===== config.mk =====
export PLATFORM = sky130hd
export DESIGN_NAME = thermistor_adc_to_temperature_unit
export DESIGN_NICKNAME = d
export VERILOG_FILES = /design/src/rtl/tatu_pkg.sv /design/src/rtl/tatu_div.sv /design/src/rtl/thermistor_adc_to_temperature_unit.sv
export VERILOG_INCLUDE_DIRS = /design/src /design/src/rtl
export SDC_FILE = /design/constraint.sdc
export NUM_CORES = 2
export LEC_CHECK = 0
export BUFFER_PORTS_ARGS = -buffer_cell sky130_fd_sc_hd__buf_2
export CAP_MARGIN = 20
export CORE_MARGIN = 2
export CORE_UTILIZATION = 40
export CTS_BUF_LIST = sky130_fd_sc_hd__clkbuf_8
export DETAILED_ROUTE_END_ITERATION = 8
export HOLD_SLACK_MARGIN = 0.15
export PLACE_DENSITY_LB_ADDON = 0.05
export SYNTH_ARGS = -nofsm -noshare
export SYNTH_HDL_FRONTEND = slang
export SYNTH_SLANG_ARGS = --single-unit

===== constraint.sdc =====
create_clock -name clk -period 15.5 [get_ports clk]
set_input_delay 3.1 -clock clk [delete_from_list [all_inputs] [get_ports clk]]
set_output_delay 3.1 -clock clk [all_outputs]
set_load 0.005 [all_outputs]

===== src/rtl/assert_macros.svh =====
// Assertion macros shared by the thermistor temperature unit.
`ifndef ASSERT_MACROS_SVH
`define ASSERT_MACROS_SVH
`ifndef SYNTHESIS
// Check an implication or condition on every rising clock edge outside reset.
`define TATU_ASSERT(lbl, clk, rstn, prop) \
	lbl: assert property (@(posedge clk) disable iff (!rstn) prop) \
		else $error("assertion failed");
// Check that a condition never holds outside reset.
`define TATU_NEVER(lbl, clk, rstn, cond) \
	lbl: assert property (@(posedge clk) disable iff (!rstn) !(cond)) \
		else $error("forbidden condition seen");
`else
`define TATU_ASSERT(lbl, clk, rstn, prop)
`define TATU_NEVER(lbl, clk, rstn, cond)
`endif
`endif


===== src/rtl/tatu_pkg.sv =====
// Types, constants and the calibration ROM of the thermistor temperature unit.
`default_nettype none
package tatu_pkg;

	localparam int DIVIDEND_W = 32;
	localparam int DIVISOR_W  = 17;
	localparam int ROM_LEN    = 50;
	localparam int IDX_W      = 6;
	localparam int TEMP_W     = 13;
	localparam int OHMS_W     = 17;
	localparam int VOLT_W     = 14;
	localparam int RES_W      = 30;

	localparam logic [12:0] FULL_MV = 13'd5000;

	localparam logic [1:0] ST_OK   = 2'd0;
	localparam logic [1:0] ST_COLD = 2'd1;
	localparam logic [1:0] ST_HOT  = 2'd2;

	localparam logic REG_ADC_OFFSET = 1'b0;
	localparam logic REG_DIVIDER    = 1'b1;

	typedef struct packed {
		logic busy;
		logic done;
	} div_stat_t;

	typedef enum logic [7:0] {
		S_IDLE  = 8'b0000_0001,
		S_DIV_V = 8'b0000_0010,
		S_CHK_V = 8'b0000_0100,
		S_DIV_R = 8'b0000_1000,
		S_CHK_R = 8'b0001_0000,
		S_WALK  = 8'b0010_0000,
		S_DIV_T = 8'b0100_0000,
		S_OUT   = 8'b1000_0000
	} state_t;

	localparam logic [TEMP_W-1:0] ROM_TEMP [ROM_LEN] = '{
		13'd56,   13'd167,  13'd278,  13'd389,  13'd500,
		13'd611,  13'd722,  13'd833,  13'd944,  13'd1056,
		13'd1167, 13'd1278, 13'd1389, 13'd1500, 13'd1611,
		13'd1722, 13'd1833, 13'd1944, 13'd2056, 13'd2167,
		13'd2278, 13'd2389, 13'd2500, 13'd2611, 13'd2722,
		13'd2833, 13'd2944, 13'd3056, 13'd3167, 13'd3278,
		13'd3389, 13'd3500, 13'd3611, 13'd3722, 13'd3833,
		13'd3944, 13'd4056, 13'd4167, 13'd4278, 13'd4389,
		13'd4500, 13'd4611, 13'd4722, 13'd4833, 13'd4944,
		13'd5056, 13'd5167, 13'd5278, 13'd5389, 13'd5500
	};

	localparam logic [OHMS_W-1:0] ROM_OHMS [ROM_LEN] = '{
		17'd68057, 17'd64129, 17'd60451, 17'd57005, 17'd53777,
		17'd50750, 17'd47912, 17'd45249, 17'd42750, 17'd40383,
		17'd38180, 17'd36111, 17'd34165, 17'd32336, 17'd30615,
		17'd28996, 17'd27472, 17'd26037, 17'd24674, 17'd23400,
		17'd22200, 17'd21068, 17'd20001, 17'd18994, 17'd18043,
		17'd17145, 17'd16297, 17'd15488, 17'd14731, 17'd14016,
		17'd13339, 17'd12699, 17'd12092, 17'd11519, 17'd10975,
		17'd10461, 17'd9969,  17'd9507,  17'd9069,  17'd8654,
		17'd8260,  17'd7886,  17'd7531,  17'd7194,  17'd6874,
		17'd6567,  17'd6278,  17'd6004,  17'd5742,  17'd5494
	};

	function automatic logic [TEMP_W-1:0] rom_temp(input logic [IDX_W-1:0] i);
		if (i < IDX_W'(ROM_LEN))
			return ROM_TEMP[i];
		return '0;
	endfunction

	function automatic logic [OHMS_W-1:0] rom_ohms(input logic [IDX_W-1:0] i);
		if (i < IDX_W'(ROM_LEN))
			return ROM_OHMS[i];
		return '0;
	endfunction

endpackage
`default_nettype wire


===== src/rtl/tatu_div.sv =====
// Shared restoring divider: one quotient bit per cycle.
`default_nettype none
`include "assert_macros.svh"
module tatu_div
	import tatu_pkg::*;
(
	input  wire logic                  clk,
	input  wire logic                  arst_n,
	input  wire logic                  start,
	input  wire logic [DIVIDEND_W-1:0] dividend,
	input  wire logic [DIVISOR_W-1:0]  divisor,
	output logic      [DIVIDEND_W-1:0] quotient,
	output div_stat_t                  stat
);

	localparam int CNT_W = $clog2(DIVIDEND_W);

	logic [DIVIDEND_W-1:0] quo_q;
	logic [DIVISOR_W-1:0]  rem_q;
	logic [DIVISOR_W-1:0]  dvs_q;
	logic [CNT_W-1:0]      cnt_q;
	logic                  busy_q;
	logic                  done_q;
	logic [DIVISOR_W:0]    trial;
	logic [DIVISOR_W:0]    diff;
	logic                  ge;

	assign trial = {rem_q, quo_q[DIVIDEND_W-1]};
	assign diff  = trial - {1'b0, dvs_q};
	assign ge    = trial >= {1'b0, dvs_q};

	always_ff @(posedge clk or negedge arst_n) begin
		if (!arst_n) begin
			busy_q <= 1'b0;
			done_q <= 1'b0;
			cnt_q  <= '0;
		end else begin
			done_q <= 1'b0;
			if (start && !busy_q) begin
				busy_q <= 1'b1;
				cnt_q  <= '0;
			end else if (busy_q) begin
				cnt_q <= cnt_q + 1'b1;
				if (cnt_q == CNT_W'(DIVIDEND_W - 1)) begin
					busy_q <= 1'b0;
					done_q <= 1'b1;
				end
			end
		end
	end

	always_ff @(posedge clk) begin
		if (start && !busy_q) begin
			quo_q <= dividend;
			rem_q <= '0;
			dvs_q <= divisor;
		end else if (busy_q) begin
			quo_q <= {quo_q[DIVIDEND_W-2:0], ge};
			rem_q <= ge ? diff[DIVISOR_W-1:0] : trial[DIVISOR_W-1:0];
		end
	end

	assign quotient  = quo_q;
	assign stat.busy = busy_q;
	assign stat.done = done_q;

	`TATU_ASSERT(a_done_pulse, clk, arst_n, done_q |=> !done_q)
	`TATU_ASSERT(a_start_busy, clk, arst_n, (start && !busy_q) |=> busy_q)
	`TATU_ASSERT(a_done_after_busy, clk, arst_n, done_q |-> $past(busy_q))

endmodule
`default_nettype wire


===== src/rtl/thermistor_adc_to_temperature_unit.sv =====
// Thermistor ADC sample to temperature: sequencer, shared multiplier and output register.
//
// Usage: each request on the s_ channel carries one raw ADC sample of the
// thermistor divider. The block converts it to millivolts, adds adc_offset_mv,
// derives the thermistor resistance from divider_ohms, walks the 50-entry
// calibration ROM and interpolates the temperature in hundredths of a degree.
// One result leaves on the m_ channel for every sample: temperature in tdata,
// range status in tuser (0 in table, 1 too cold, 2 too hot; temperature 0 then).
// The millivolt conversion folds the product by shift and add, one fold per
// cycle (up to three at the default 10-bit width). One shared 32-step divider
// serves the resistance and the interpolation, and the ROM walk takes one entry
// per cycle. A voltage out of range goes straight to the output; a resistance
// above the table leaves after the resistance division, one below the last entry
// after the full walk, and a match after the walk and the interpolating division.
// One sample is in work at a time; s_tready is high only while the sequencer
// is idle, so a new sample is taken only once the last one has left the sequencer.
// The result sits in an output register, so a new sample is taken while it waits;
// a stalled receiver holds the finished next result in the sequencer until taken.
// Configuration writes on cfg_ are always accepted and belong in idle periods.
// Reset clears the channels and loads offset -200 mV and divider 20000 ohms.
`default_nettype none
`include "assert_macros.svh"
module thermistor_adc_to_temperature_unit
	import tatu_pkg::*;
#(
	parameter int TABLE_ENTRIES = 50,
	parameter int ADC_BITS      = 10
) (
	input  wire logic        clk,
	input  wire logic        arst_n,
	input  wire logic        s_tvalid,
	output logic             s_tready,
	input  wire logic [15:0] s_tdata,   // [9:0] adc_sample
	output logic             m_tvalid,
	input  wire logic        m_tready,
	output logic      [15:0] m_tdata,   // [12:0] temp_centi
	output logic      [1:0]  m_tuser,   // [1:0] range_status
	input  wire logic        cfg_valid,
	output logic             cfg_ready,
	input  wire logic        cfg_index,
	input  wire logic [16:0] cfg_data
);

	localparam int LIMIT = (TABLE_ENTRIES < ROM_LEN) ? TABLE_ENTRIES : ROM_LEN;
	localparam logic [15:0] ADC_MASK = 16'((32'd1 << ADC_BITS) - 1);
	localparam int FOLD_W = ADC_BITS + 13;

	state_t                    state_q;
	logic signed [10:0]        offset_q;
	logic [OHMS_W-1:0]         divider_q;
	logic signed [VOLT_W-1:0]  v_q;
	logic [RES_W-1:0]          r_q;
	logic [IDX_W-1:0]          idx_q;
	logic [TEMP_W-1:0]         temp_q;
	logic [1:0]                status_q;
	logic [TEMP_W-1:0]         out_temp_q;
	logic [1:0]                out_status_q;
	logic                      m_tvalid_q;
	logic [FOLD_W-1:0]         fold_q;
	logic [12:0]               acc_q;

	logic [15:0]               adc;
	logic [IDX_W-1:0]          idx_m1;
	logic [OHMS_W-1:0]         ohms_i;
	logic [OHMS_W-1:0]         ohms_p;
	logic [TEMP_W-1:0]         temp_i;
	logic [TEMP_W-1:0]         temp_p;
	logic [OHMS_W-1:0]         dr;
	logic [OHMS_W-1:0]         r_excess;
	logic [16:0]               mul_a;
	logic [16:0]               mul_b;
	logic [33:0]               product;
	logic                      div_start;
	logic [DIVIDEND_W-1:0]     div_dividend;
	logic [DIVISOR_W-1:0]      div_divisor;
	logic [DIVIDEND_W-1:0]     div_quo;
	div_stat_t                 div_stat;
	logic [FOLD_W-1:0]         fold_hi;
	logic [FOLD_W-1:0]         fold_lo;
	logic [FOLD_W-1:0]         fold_next;
	logic                      fold_done;
	logic [12:0]               volt_mv;
	logic signed [VOLT_W-1:0]  v_next;
	logic                      out_free;

	assign adc    = {6'd0, s_tdata[9:0]} & ADC_MASK;
	assign idx_m1 = idx_q - 1'b1;
	assign ohms_i = rom_ohms(idx_q);
	assign ohms_p = rom_ohms(idx_m1);
	assign temp_i = rom_temp(idx_q);
	assign temp_p = rom_temp(idx_m1);
	assign dr     = ohms_p - ohms_i;
	assign r_excess = r_q[OHMS_W-1:0] - ohms_i;

	// Divide by 2^ADC_BITS - 1: fold the high part onto the low part until it fits.
	assign fold_hi   = fold_q >> ADC_BITS;
	assign fold_lo   = fold_q & FOLD_W'(ADC_MASK);
	assign fold_next = fold_hi + fold_lo;
	assign fold_done = (fold_hi == '0);
	assign volt_mv   = acc_q + 13'(fold_q == FOLD_W'(ADC_MASK));

	assign v_next = signed'({1'b0, volt_mv}) + VOLT_W'(offset_q);
	assign out_free = !m_tvalid_q || m_tready;

	tatu_div u_div (
		.clk      (clk),
		.arst_n   (arst_n),
		.start    (div_start),
		.dividend (div_dividend),
		.divisor  (div_divisor),
		.quotient (div_quo),
		.stat     (div_stat)
	);

	// Shared multiplier and divider operand selection.
	always_comb begin
		mul_a        = {1'b0, adc};
		mul_b        = 17'(FULL_MV);
		div_start    = 1'b0;
		div_divisor  = '0;
		div_dividend = product[DIVIDEND_W-1:0];
		case (state_q)
			S_CHK_V: begin
				mul_a       = {4'd0, v_q[12:0]};
				mul_b       = divider_q;
				div_divisor = {4'd0, FULL_MV - v_q[12:0]};
				div_start   = (v_q < signed'(VOLT_W'(FULL_MV))) && (v_q > 0);
			end
			S_WALK: begin
				mul_a        = 17'(temp_i - temp_p);
				mul_b        = r_excess;
				div_divisor  = dr;
				div_dividend = product[DIVIDEND_W-1:0] + DIVIDEND_W'(dr) - 1'b1;
				div_start    = (idx_q < IDX_W'(LIMIT)) && (r_q[OHMS_W-1:0] >= ohms_i);
			end
			default: begin
			end
		endcase
	end

	assign product = mul_a * mul_b;

	always_ff @(posedge clk or negedge arst_n) begin
		if (!arst_n) begin
			state_q    <= S_IDLE;
			m_tvalid_q <= 1'b0;
			offset_q   <= -11'sd200;
			divider_q  <= 17'd20000;
		end else begin
			if (cfg_valid) begin
				case (cfg_index)
					REG_ADC_OFFSET: offset_q  <= signed'(cfg_data[10:0]);
					REG_DIVIDER:    divider_q <= cfg_data;
					default: begin
					end
				endcase
			end
			if (state_q == S_OUT && out_free)
				m_tvalid_q <= 1'b1;
			else if (m_tready)
				m_tvalid_q <= 1'b0;
			case (state_q)
				S_IDLE: begin
					if (s_tvalid)
						state_q <= S_DIV_V;
				end
				S_DIV_V: begin
					if (fold_done)
						state_q <= S_CHK_V;
				end
				S_CHK_V: begin
					state_q <= div_start ? S_DIV_R : S_OUT;
				end
				S_DIV_R: begin
					if (div_stat.done)
						state_q <= S_CHK_R;
				end
				S_CHK_R: begin
					state_q <= (r_q > RES_W'(rom_ohms('0))) ? S_OUT : S_WALK;
				end
				S_WALK: begin
					if (idx_q >= IDX_W'(LIMIT) || div_start)
						state_q <= div_start ? S_DIV_T : S_OUT;
				end
				S_DIV_T: begin
					if (div_stat.done)
						state_q <= S_OUT;
				end
				S_OUT: begin
					if (out_free)
						state_q <= S_IDLE;
				end
				default: state_q <= S_IDLE;
			endcase
		end
	end

	// Datapath registers of the sequencer.
	always_ff @(posedge clk) begin
		case (state_q)
			S_IDLE: begin
				if (s_tvalid) begin
					fold_q <= product[FOLD_W-1:0];
					acc_q  <= '0;
				end
			end
			S_DIV_V: begin
				if (fold_done) begin
					v_q <= v_next;
				end else begin
					fold_q <= fold_next;
					acc_q  <= acc_q + fold_hi[12:0];
				end
			end
			S_CHK_V: begin
				temp_q <= '0;
				if (v_q >= signed'(VOLT_W'(FULL_MV)))
					status_q <= ST_COLD;
				else
					status_q <= ST_HOT;
			end
			S_DIV_R: begin
				if (div_stat.done) begin
					r_q   <= div_quo[RES_W-1:0];
					idx_q <= IDX_W'(1);
				end
			end
			S_CHK_R: begin
				status_q <= ST_COLD;
			end
			S_WALK: begin
				status_q <= ST_HOT;
				if (!div_start && idx_q < IDX_W'(LIMIT))
					idx_q <= idx_q + 1'b1;
			end
			S_DIV_T: begin
				if (div_stat.done) begin
					temp_q   <= temp_i - div_quo[TEMP_W-1:0];
					status_q <= ST_OK;
				end
			end
			S_OUT: begin
				if (out_free) begin
					out_temp_q   <= temp_q;
					out_status_q <= status_q;
				end
			end
			default: begin
			end
		endcase
	end

	assign s_tready  = (state_q == S_IDLE);
	assign cfg_ready = 1'b1;
	assign m_tvalid  = m_tvalid_q;
	assign m_tdata   = {3'd0, out_temp_q};
	assign m_tuser   = out_status_q;

	`TATU_NEVER(a_start_while_busy, clk, arst_n, div_start && div_stat.busy)
	`TATU_ASSERT(a_valid_from_out, clk, arst_n, $rose(m_tvalid_q) |-> $past(state_q == S_OUT))
	`TATU_ASSERT(a_zero_off_table, clk, arst_n,
		(m_tvalid_q && out_status_q != ST_OK) |-> (out_temp_q == '0))
	`TATU_NEVER(a_idx_limit, clk, arst_n, state_q == S_WALK && idx_q > IDX_W'(LIMIT))

endmodule
`default_nettype wire

### Word-level counts from Yosys, hierarchy flattened

Memory sizes are Yosys's and may differ from the RTL's.
Index checks and enable logic that the tools add are counted.

* bits in registers: 226
* bits in read-only memories: 3840
* bits of input ports: 39
* output and inout port bits: 21
* logic and storage cells: 158
* memories kept: 4

Memory list
* (no name shown): depth 64, bits a word 17, read ports 1, clocked after memory_dff 0, wr ports 0, line tatu_pkg.sv:73 `return ROM_OHMS[i];`
* (no name shown): depth 64, bits a word 17, read ports 1, clocked after memory_dff 0, wr ports 0, line tatu_pkg.sv:73
* (no name shown): depth 64, bits a word 13, read ports 1, clocked after memory_dff 0, wr ports 0, line tatu_pkg.sv:67 `return ROM_TEMP[i];`
* (no name shown): depth 64, bits a word 13, read ports 1, clocked after memory_dff 0, wr ports 0, line tatu_pkg.sv:67

* add/subtract/negate cells: 15
* multiply operators: 1
* magnitude comparators: 11
* eq/ne operators: 18
* mux-type cells: 60
* bitwise logic cells: 3
* reductions and logical operators: 27

Operators with widths (count)
* $mux W17: 9
* $mux W13: 11
* $pmux W17 S2: 3
* $mux W32: 3
* $mux W8: 9
* $pmux W8 S8: 1
* $pmux W13 S2: 2
* $sub A17 B17 Y17: 3
* $mux W23: 2
* $pmux W23 S2: 1
* $add A32 B17 Y32: 1
* $mul A17 B17 Y32: 1
* $sub A32 B1 Y32 const B: 1
* $gt A30 B17 Y1 const B: 1
* $eq A23 B10 Y1 const B: 1
* $logic_not A23 Y1: 1
* $ge A18 B17 Y1: 1
* $ge A17 B17 Y1: 1
* $add A13 B10 Y14: 1
* $add A14 B11 Y14: 1
* $ge A14 B14 Y1 const B: 1
* $ge A7 B7 Y1 const B: 2
* $gt A14 B1 Y1 const B: 1
* $lt A14 B14 Y1 const B: 1
* 38 further kinds: 76

### Logic depth before layout (Yosys ltp)

* depth after elaboration: 14
* mapped depth: 65

### Modules after synthesis

A second synthesis with hierarchy kept.

* cell total of the unflattened synthesis: 3533
* area total of the unflattened synthesis: 29888.7 sq um

By module, submodules not included
* thermistor_adc_to_temperature_unit: instances 1, cells an instance 3217, area an instance 26090.0 sq um, seq. area each 4424.2 sq um
* tatu_div: instances 1, cells an instance 316, area an instance 3798.6 sq um, seq. area each 1986.9 sq um

### Worst setup path after synthesis

OpenSTA, ideal clock, no wires.

* path type: reg2reg
* start: register idx_q[0]
* end: register u_div.quo_q[30] (netlist: u_div.quotient[30]) (data pin)
* setup time: 302 ps
* arrival: 13393 ps
* required time: 15198 ps
* slack: 1805 ps
* cell stages (with the launch flop): 61
* path buffers: 5
* cells stage by stage: edfxtp_1 -> inv_1 -> clkbuf_1 -> ha_1 -> clkbuf_1 -> inv_1 -> ha_1 -> clkbuf_1 -> clkbuf_1 -> clkbuf_1 -> nand2_1 -> nand4_1 -> o2111ai_1 -> o21ai_0 -> ha_1 -> inv_1 -> fa_1 -> a21o_1 -> [... 25 more ...] -> a21oi_1 -> xor2_1 -> ha_1 -> inv_1 -> ha_1 -> nand2_1 -> a2111oi_0 -> a211oi_1 -> nand2_1 -> o22ai_1 -> a21oi_1 -> a311o_1 -> a311o_1 -> a31o_1 -> a31oi_2 -> xnor2_1 -> a21o_1 -> a31oi_1

* cells in the longest elaborated chain, start to end: 14

Ends and longest elaborated chain
* from (decl): line thermistor_adc_to_temperature_unit.sv:53 `logic [IDX_W-1:0] idx_q;`
* from (signal assigned): line thermistor_adc_to_temperature_unit.sv:234 `idx_q <= idx_q + 1'b1;`
* $sub A6 B1 Y6 *: line thermistor_adc_to_temperature_unit.sv:87 `assign idx_m1 = idx_q - 1'b1;`
* named net idx_m1[0]: line thermistor_adc_to_temperature_unit.sv:63 `logic [IDX_W-1:0] idx_m1;`
* $not A6 Y7 (not written as such): line tatu_pkg.sv:67, tatu_pkg.sv:73
* $mem_v2 Z64 W13
* $mux W13 (not written as such) (2 in a row): line tatu_pkg.sv:67
* $mux W13: line tatu_pkg.sv:66 `if (i < IDX_W'(ROM_LEN))`
* $mux W13: line tatu_pkg.sv:68 `return '0;`
* $sub A13 B13 Y14: line thermistor_adc_to_temperature_unit.sv:130 `mul_a = 17'(temp_i - temp_p);`
* $pmux W17 S2: line thermistor_adc_to_temperature_unit.sv:122 `case (state_q)`
* $mul A17 B17 Y32: line thermistor_adc_to_temperature_unit.sv:141 `assign product = mul_a * mul_b;`
* $add A32 B17 Y32: line thermistor_adc_to_temperature_unit.sv:133 `div_dividend = product[DIVIDEND_W-1:0] + DIVIDEND_W'(dr) - 1'b1;`
* $sub A32 B1 Y32: line thermistor_adc_to_temperature_unit.sv:133
* $mux W32 *: line thermistor_adc_to_temperature_unit.sv:122
* $mux W32 *: line tatu_div.sv:53 `if (start && !busy_q) begin`
* to (signal assigned): line tatu_div.sv:54 `quo_q <= dividend;`
* to (signal assigned): line tatu_div.sv:58 `quo_q <= {quo_q[DIVIDEND_W-2:0], ge};`
* to (decl): line tatu_div.sv:18 `logic [DIVIDEND_W-1:0] quo_q;`

Mark *: on every way through the listed nets, which the timed path passes. The rest lies on a longest branch. The select of a mux whose other input is x is not followed.
A chain may end at the register's enable or synchronous reset.

### Final worst setup path

* start: register idx_q[2]
* end: register u_div.quo_q[30] (netlist: u_div.quotient[30]) (data pin)

* cells in the longest elaborated chain, start to end: 14

Ends and longest elaborated chain (line)
* $sub A6 B1 Y6: thermistor_adc_to_temperature_unit.sv:87
* $not A6 Y7 (not written as such): tatu_pkg.sv:67, tatu_pkg.sv:73
* $mem_v2 Z64 W13
* $mux W13 (not written as such) (2 in a row): tatu_pkg.sv:67
* $mux W13: tatu_pkg.sv:66
* $mux W13: tatu_pkg.sv:68
* $sub A13 B13 Y14: thermistor_adc_to_temperature_unit.sv:130
* $pmux W17 S2: thermistor_adc_to_temperature_unit.sv:122
* $mul A17 B17 Y32: thermistor_adc_to_temperature_unit.sv:141
* $add A32 B17 Y32: thermistor_adc_to_temperature_unit.sv:133
* $sub A32 B1 Y32: thermistor_adc_to_temperature_unit.sv:133
* $mux W32: thermistor_adc_to_temperature_unit.sv:122
* $mux W32 *: tatu_div.sv:53

Every way passes the cells marked *; elsewhere a longest branch is shown, timed or not. The select of a mux whose other input is x is not followed.

==> impl_metrics.ini <==
[setup_path]
path_buf_inv = 7
required_ns = 15.78
cpMostUsedCell = fa_1
cp_slowest_cell = a221oi_1
r2r_slack_ns = 1.03
crit_start = idx_q[2]
cpPeakStageDelay_ns = 0.64
critPathMaxFanout = 18
worst_setup_path_end_kind = flop
reg2reg_depth = 54
worstReg2RegEnd = u_div.quotient[30]
critPathArrivalTime_ns = 14.75
crit_type = flop to flop
crit_path_end = u_div.quotient[30]
crit_family = compound AO/OA/AOI/OAI gates
start_kind = flop
timing.rr.start = idx_q[2]
path_depth = 54

[place]
io_buffer_count = 49
dp.cells = 4409
dp_hpwl_mm = 82.5
gp_congestion = 0.940

[cts]
ctsHtreeMaxLevel = 2
cts_hold_buf = 0
root_buffer = clkbuf_8
cts_buffer_depth = 3
cts_sinks = 226
cts.clk_slew.worst_paths_ns = 0.06
numCtsBuffers = 42
cts_tree = built
clock_latency_ns = 0.63

[logic_synthesis]
yosysTopAreaCell = edfxtp_1
yosys_register_bits = 226
syn_area_sq_um = 28900
synth_cells = 3474
synth_edf_count = 165
synth.distinct_cells = 91
ys_warn_count = 0
ys.flop_type = edfxtp_1
ys_seq_area_share_pct = 22.2
synth_top_area_share_pct = 17.1
avgSynthCellArea_sq_um = 8.33
synth.area.top_cells = edfxtp_1 (17%), fa_1 (16%), ha_1 (12%), inv_1 (6.0%), nor2_1 (4.9%)
synthArstFlopShare_pct = 19.5

[sta]
setup_viol = 0
grt_setup_unrepaired = no
tightest_slew_ns = 1.12
post-route-period-util_pct = 93.3
clock.fmax_mhz = 69.1
hold_slack_ns = 0.389
drv_slew = 0
finClkSkew_ns = 0.0755
tns_ns = 0
relSlewSlack_pct = 25.2
fin_crit_ns = 14.47
hold_viol = 0

[floorplanning]
num_rows = 98
boundaryPins = 60
fp.dieH_microns = 273
fp.dieArea_sq_um = 74500
die_w_microns = 273
core-area_sq_um = 71500
initial_core_util_pct = 40.5

[global_routing]
grt_max_degree = 96
antenna_found_initial = 5
grt_usage_pct = 27.8
grt_pass1_wl_mm = 157
overflow = 0
grt_pass1_vias = 24700

[route]
wl_per_cell_microns = 22.9
via_per_inst = 5.63
drc_errors = 0
wl_met2_mm = 48.0
routed_wl_mm = 103
drt_iter0_drc = 2386
first_pass_iters = 7
routed.top_layer = met4
drtAntennaViolNets = 0
wl_met1_mm = 45.2
vias = 25300
wl_met3_mm = 5.85

[cells_and_area]
mostFrequentLayoutCells = inv_1 (473), nor2_1 (374), nand2_1 (343)
final_cells = 4492
nNetsFinal = 4054
drive_gt1_share_pct = 8.73
syn2layout_area_growth_pct = 8.93
layout_commonest_cell = inv_1

[run_status]
status = completed

[job]
drv_cap = 0

[hold_path]
hold_path.class = flop to flop
==> routing by layer <==
metal  global-route usage [%]  vias up
met5                        0        -
met3                     3.37      145
li1                         -    11900
met1                     38.3    12400
met2                     45.3      848
met4                     9.21        0
==> how the worst min path moves through the flow <==
stage | startpoint | end | slack, ns | cells past startpoint
3_5_place_dp | temp_q[4] | out_temp_q[4] | 0.41 | 0
2_1_floorplan | status_q[0] | m_tuser[0] | 0.40 | 0
6_report | u_div.quotient[24] | r_q[24] | 0.39 | 0
5_1_grt | u_div.quotient[24] | r_q[24] | 0.40 | 0
4_1_cts | u_div.quotient[24] | r_q[24] | 0.39 | 0
3_3_place_gp | status_q[0] | m_tuser[0] | 0.41 | 0
==> Yosys cell counts, drive strengths merged (19+ instances only) <==
cell and instances:
inv 466, nor2 376, nand2 343, ha 281, o21ai 233, fa 228
a21oi 216, edfxtp 165, clkbuf 133, xnor2 133, nand3 75, nor3 56
xor2 47, a21o 46, a211oi 37, a31oi 36, o211ai 35, nand2b 34
buf 32, dfrtp 32, nor2b 31, mux2 28, o21bai 26, o22ai 25
or2 22, or3 22, and3 21, a221oi 20, a22oi 19
==> area by class of cell <==
type / instances / area (sq um)
fill: 7266 / 40000
multi-input combinational: 2613 / 20200
sequential: 226 / 6410
inverter: 472 / 1780
tap: 950 / 1190
timing repair buffer: 151 / 1060
clock buffer: 44 / 606
clock inverter: 34 / 297
antenna: 2 / 5.00
==> cell families after synthesis <==
logic type | synth area share [%]
and+or+nand+nor | 16.2
AOI/OAI and AO/OA | 18.1
buffers and inverters | 8.40
adders and majority gates | 27.9
DFF | 22.2
xor gates and xnor gates | 5.54
muxes | 1.57
other | 0.0260
==> flip-flops by register name, summed over array words and instances, names as in the netlist, 2 cells and up <==
signal,flops
acc_q,13
divider_q,17
fold_q,23
idx_q,6
m_tuser,2
offset_q,11
out_temp_q,13
r_q,30
state_q,8
status_q,2
temp_q,13
u_div.cnt_q,5
u_div.dvs_q,17
u_div.quotient,32
u_div.rem_q,17
v_q,14
==> repair_timing <==
item                                    4_1_cts  5_1_grt
resized for setup                             0        2
endpoints found under the hold margin         0        0
buffers inserted                              0        0
endpoints found under the setup margin        0        1
==> per-stage QoR <==
step                utilization, %  setup slack [ns]  instance area [sq um]
floorplan                        -              1.81                  28900
global placement              42.7              1.20                  30500
detailed placement            42.7              1.16                  30500
CTS                           44.0             0.984                  31400
global route                  44.1             0.121                  31500
finish                        44.1              1.03                  31500
==> worst register-to-register path: cells and delay by family, from the launching register on <==
family                   cells  cell delay, ns
buffers and inverters        7            0.90
adder cells (fa/ha/maj)     11            4.62
XOR/XNOR                     4            1.30
AO/OA/AOI/OAI               20            5.04
flip-flops                   1            0.39
AND/OR/NAND/NOR             12            1.92
Power is not shown: default switching activity piles up to over one toggle a cycle in this logic, so the estimate is an artifact.
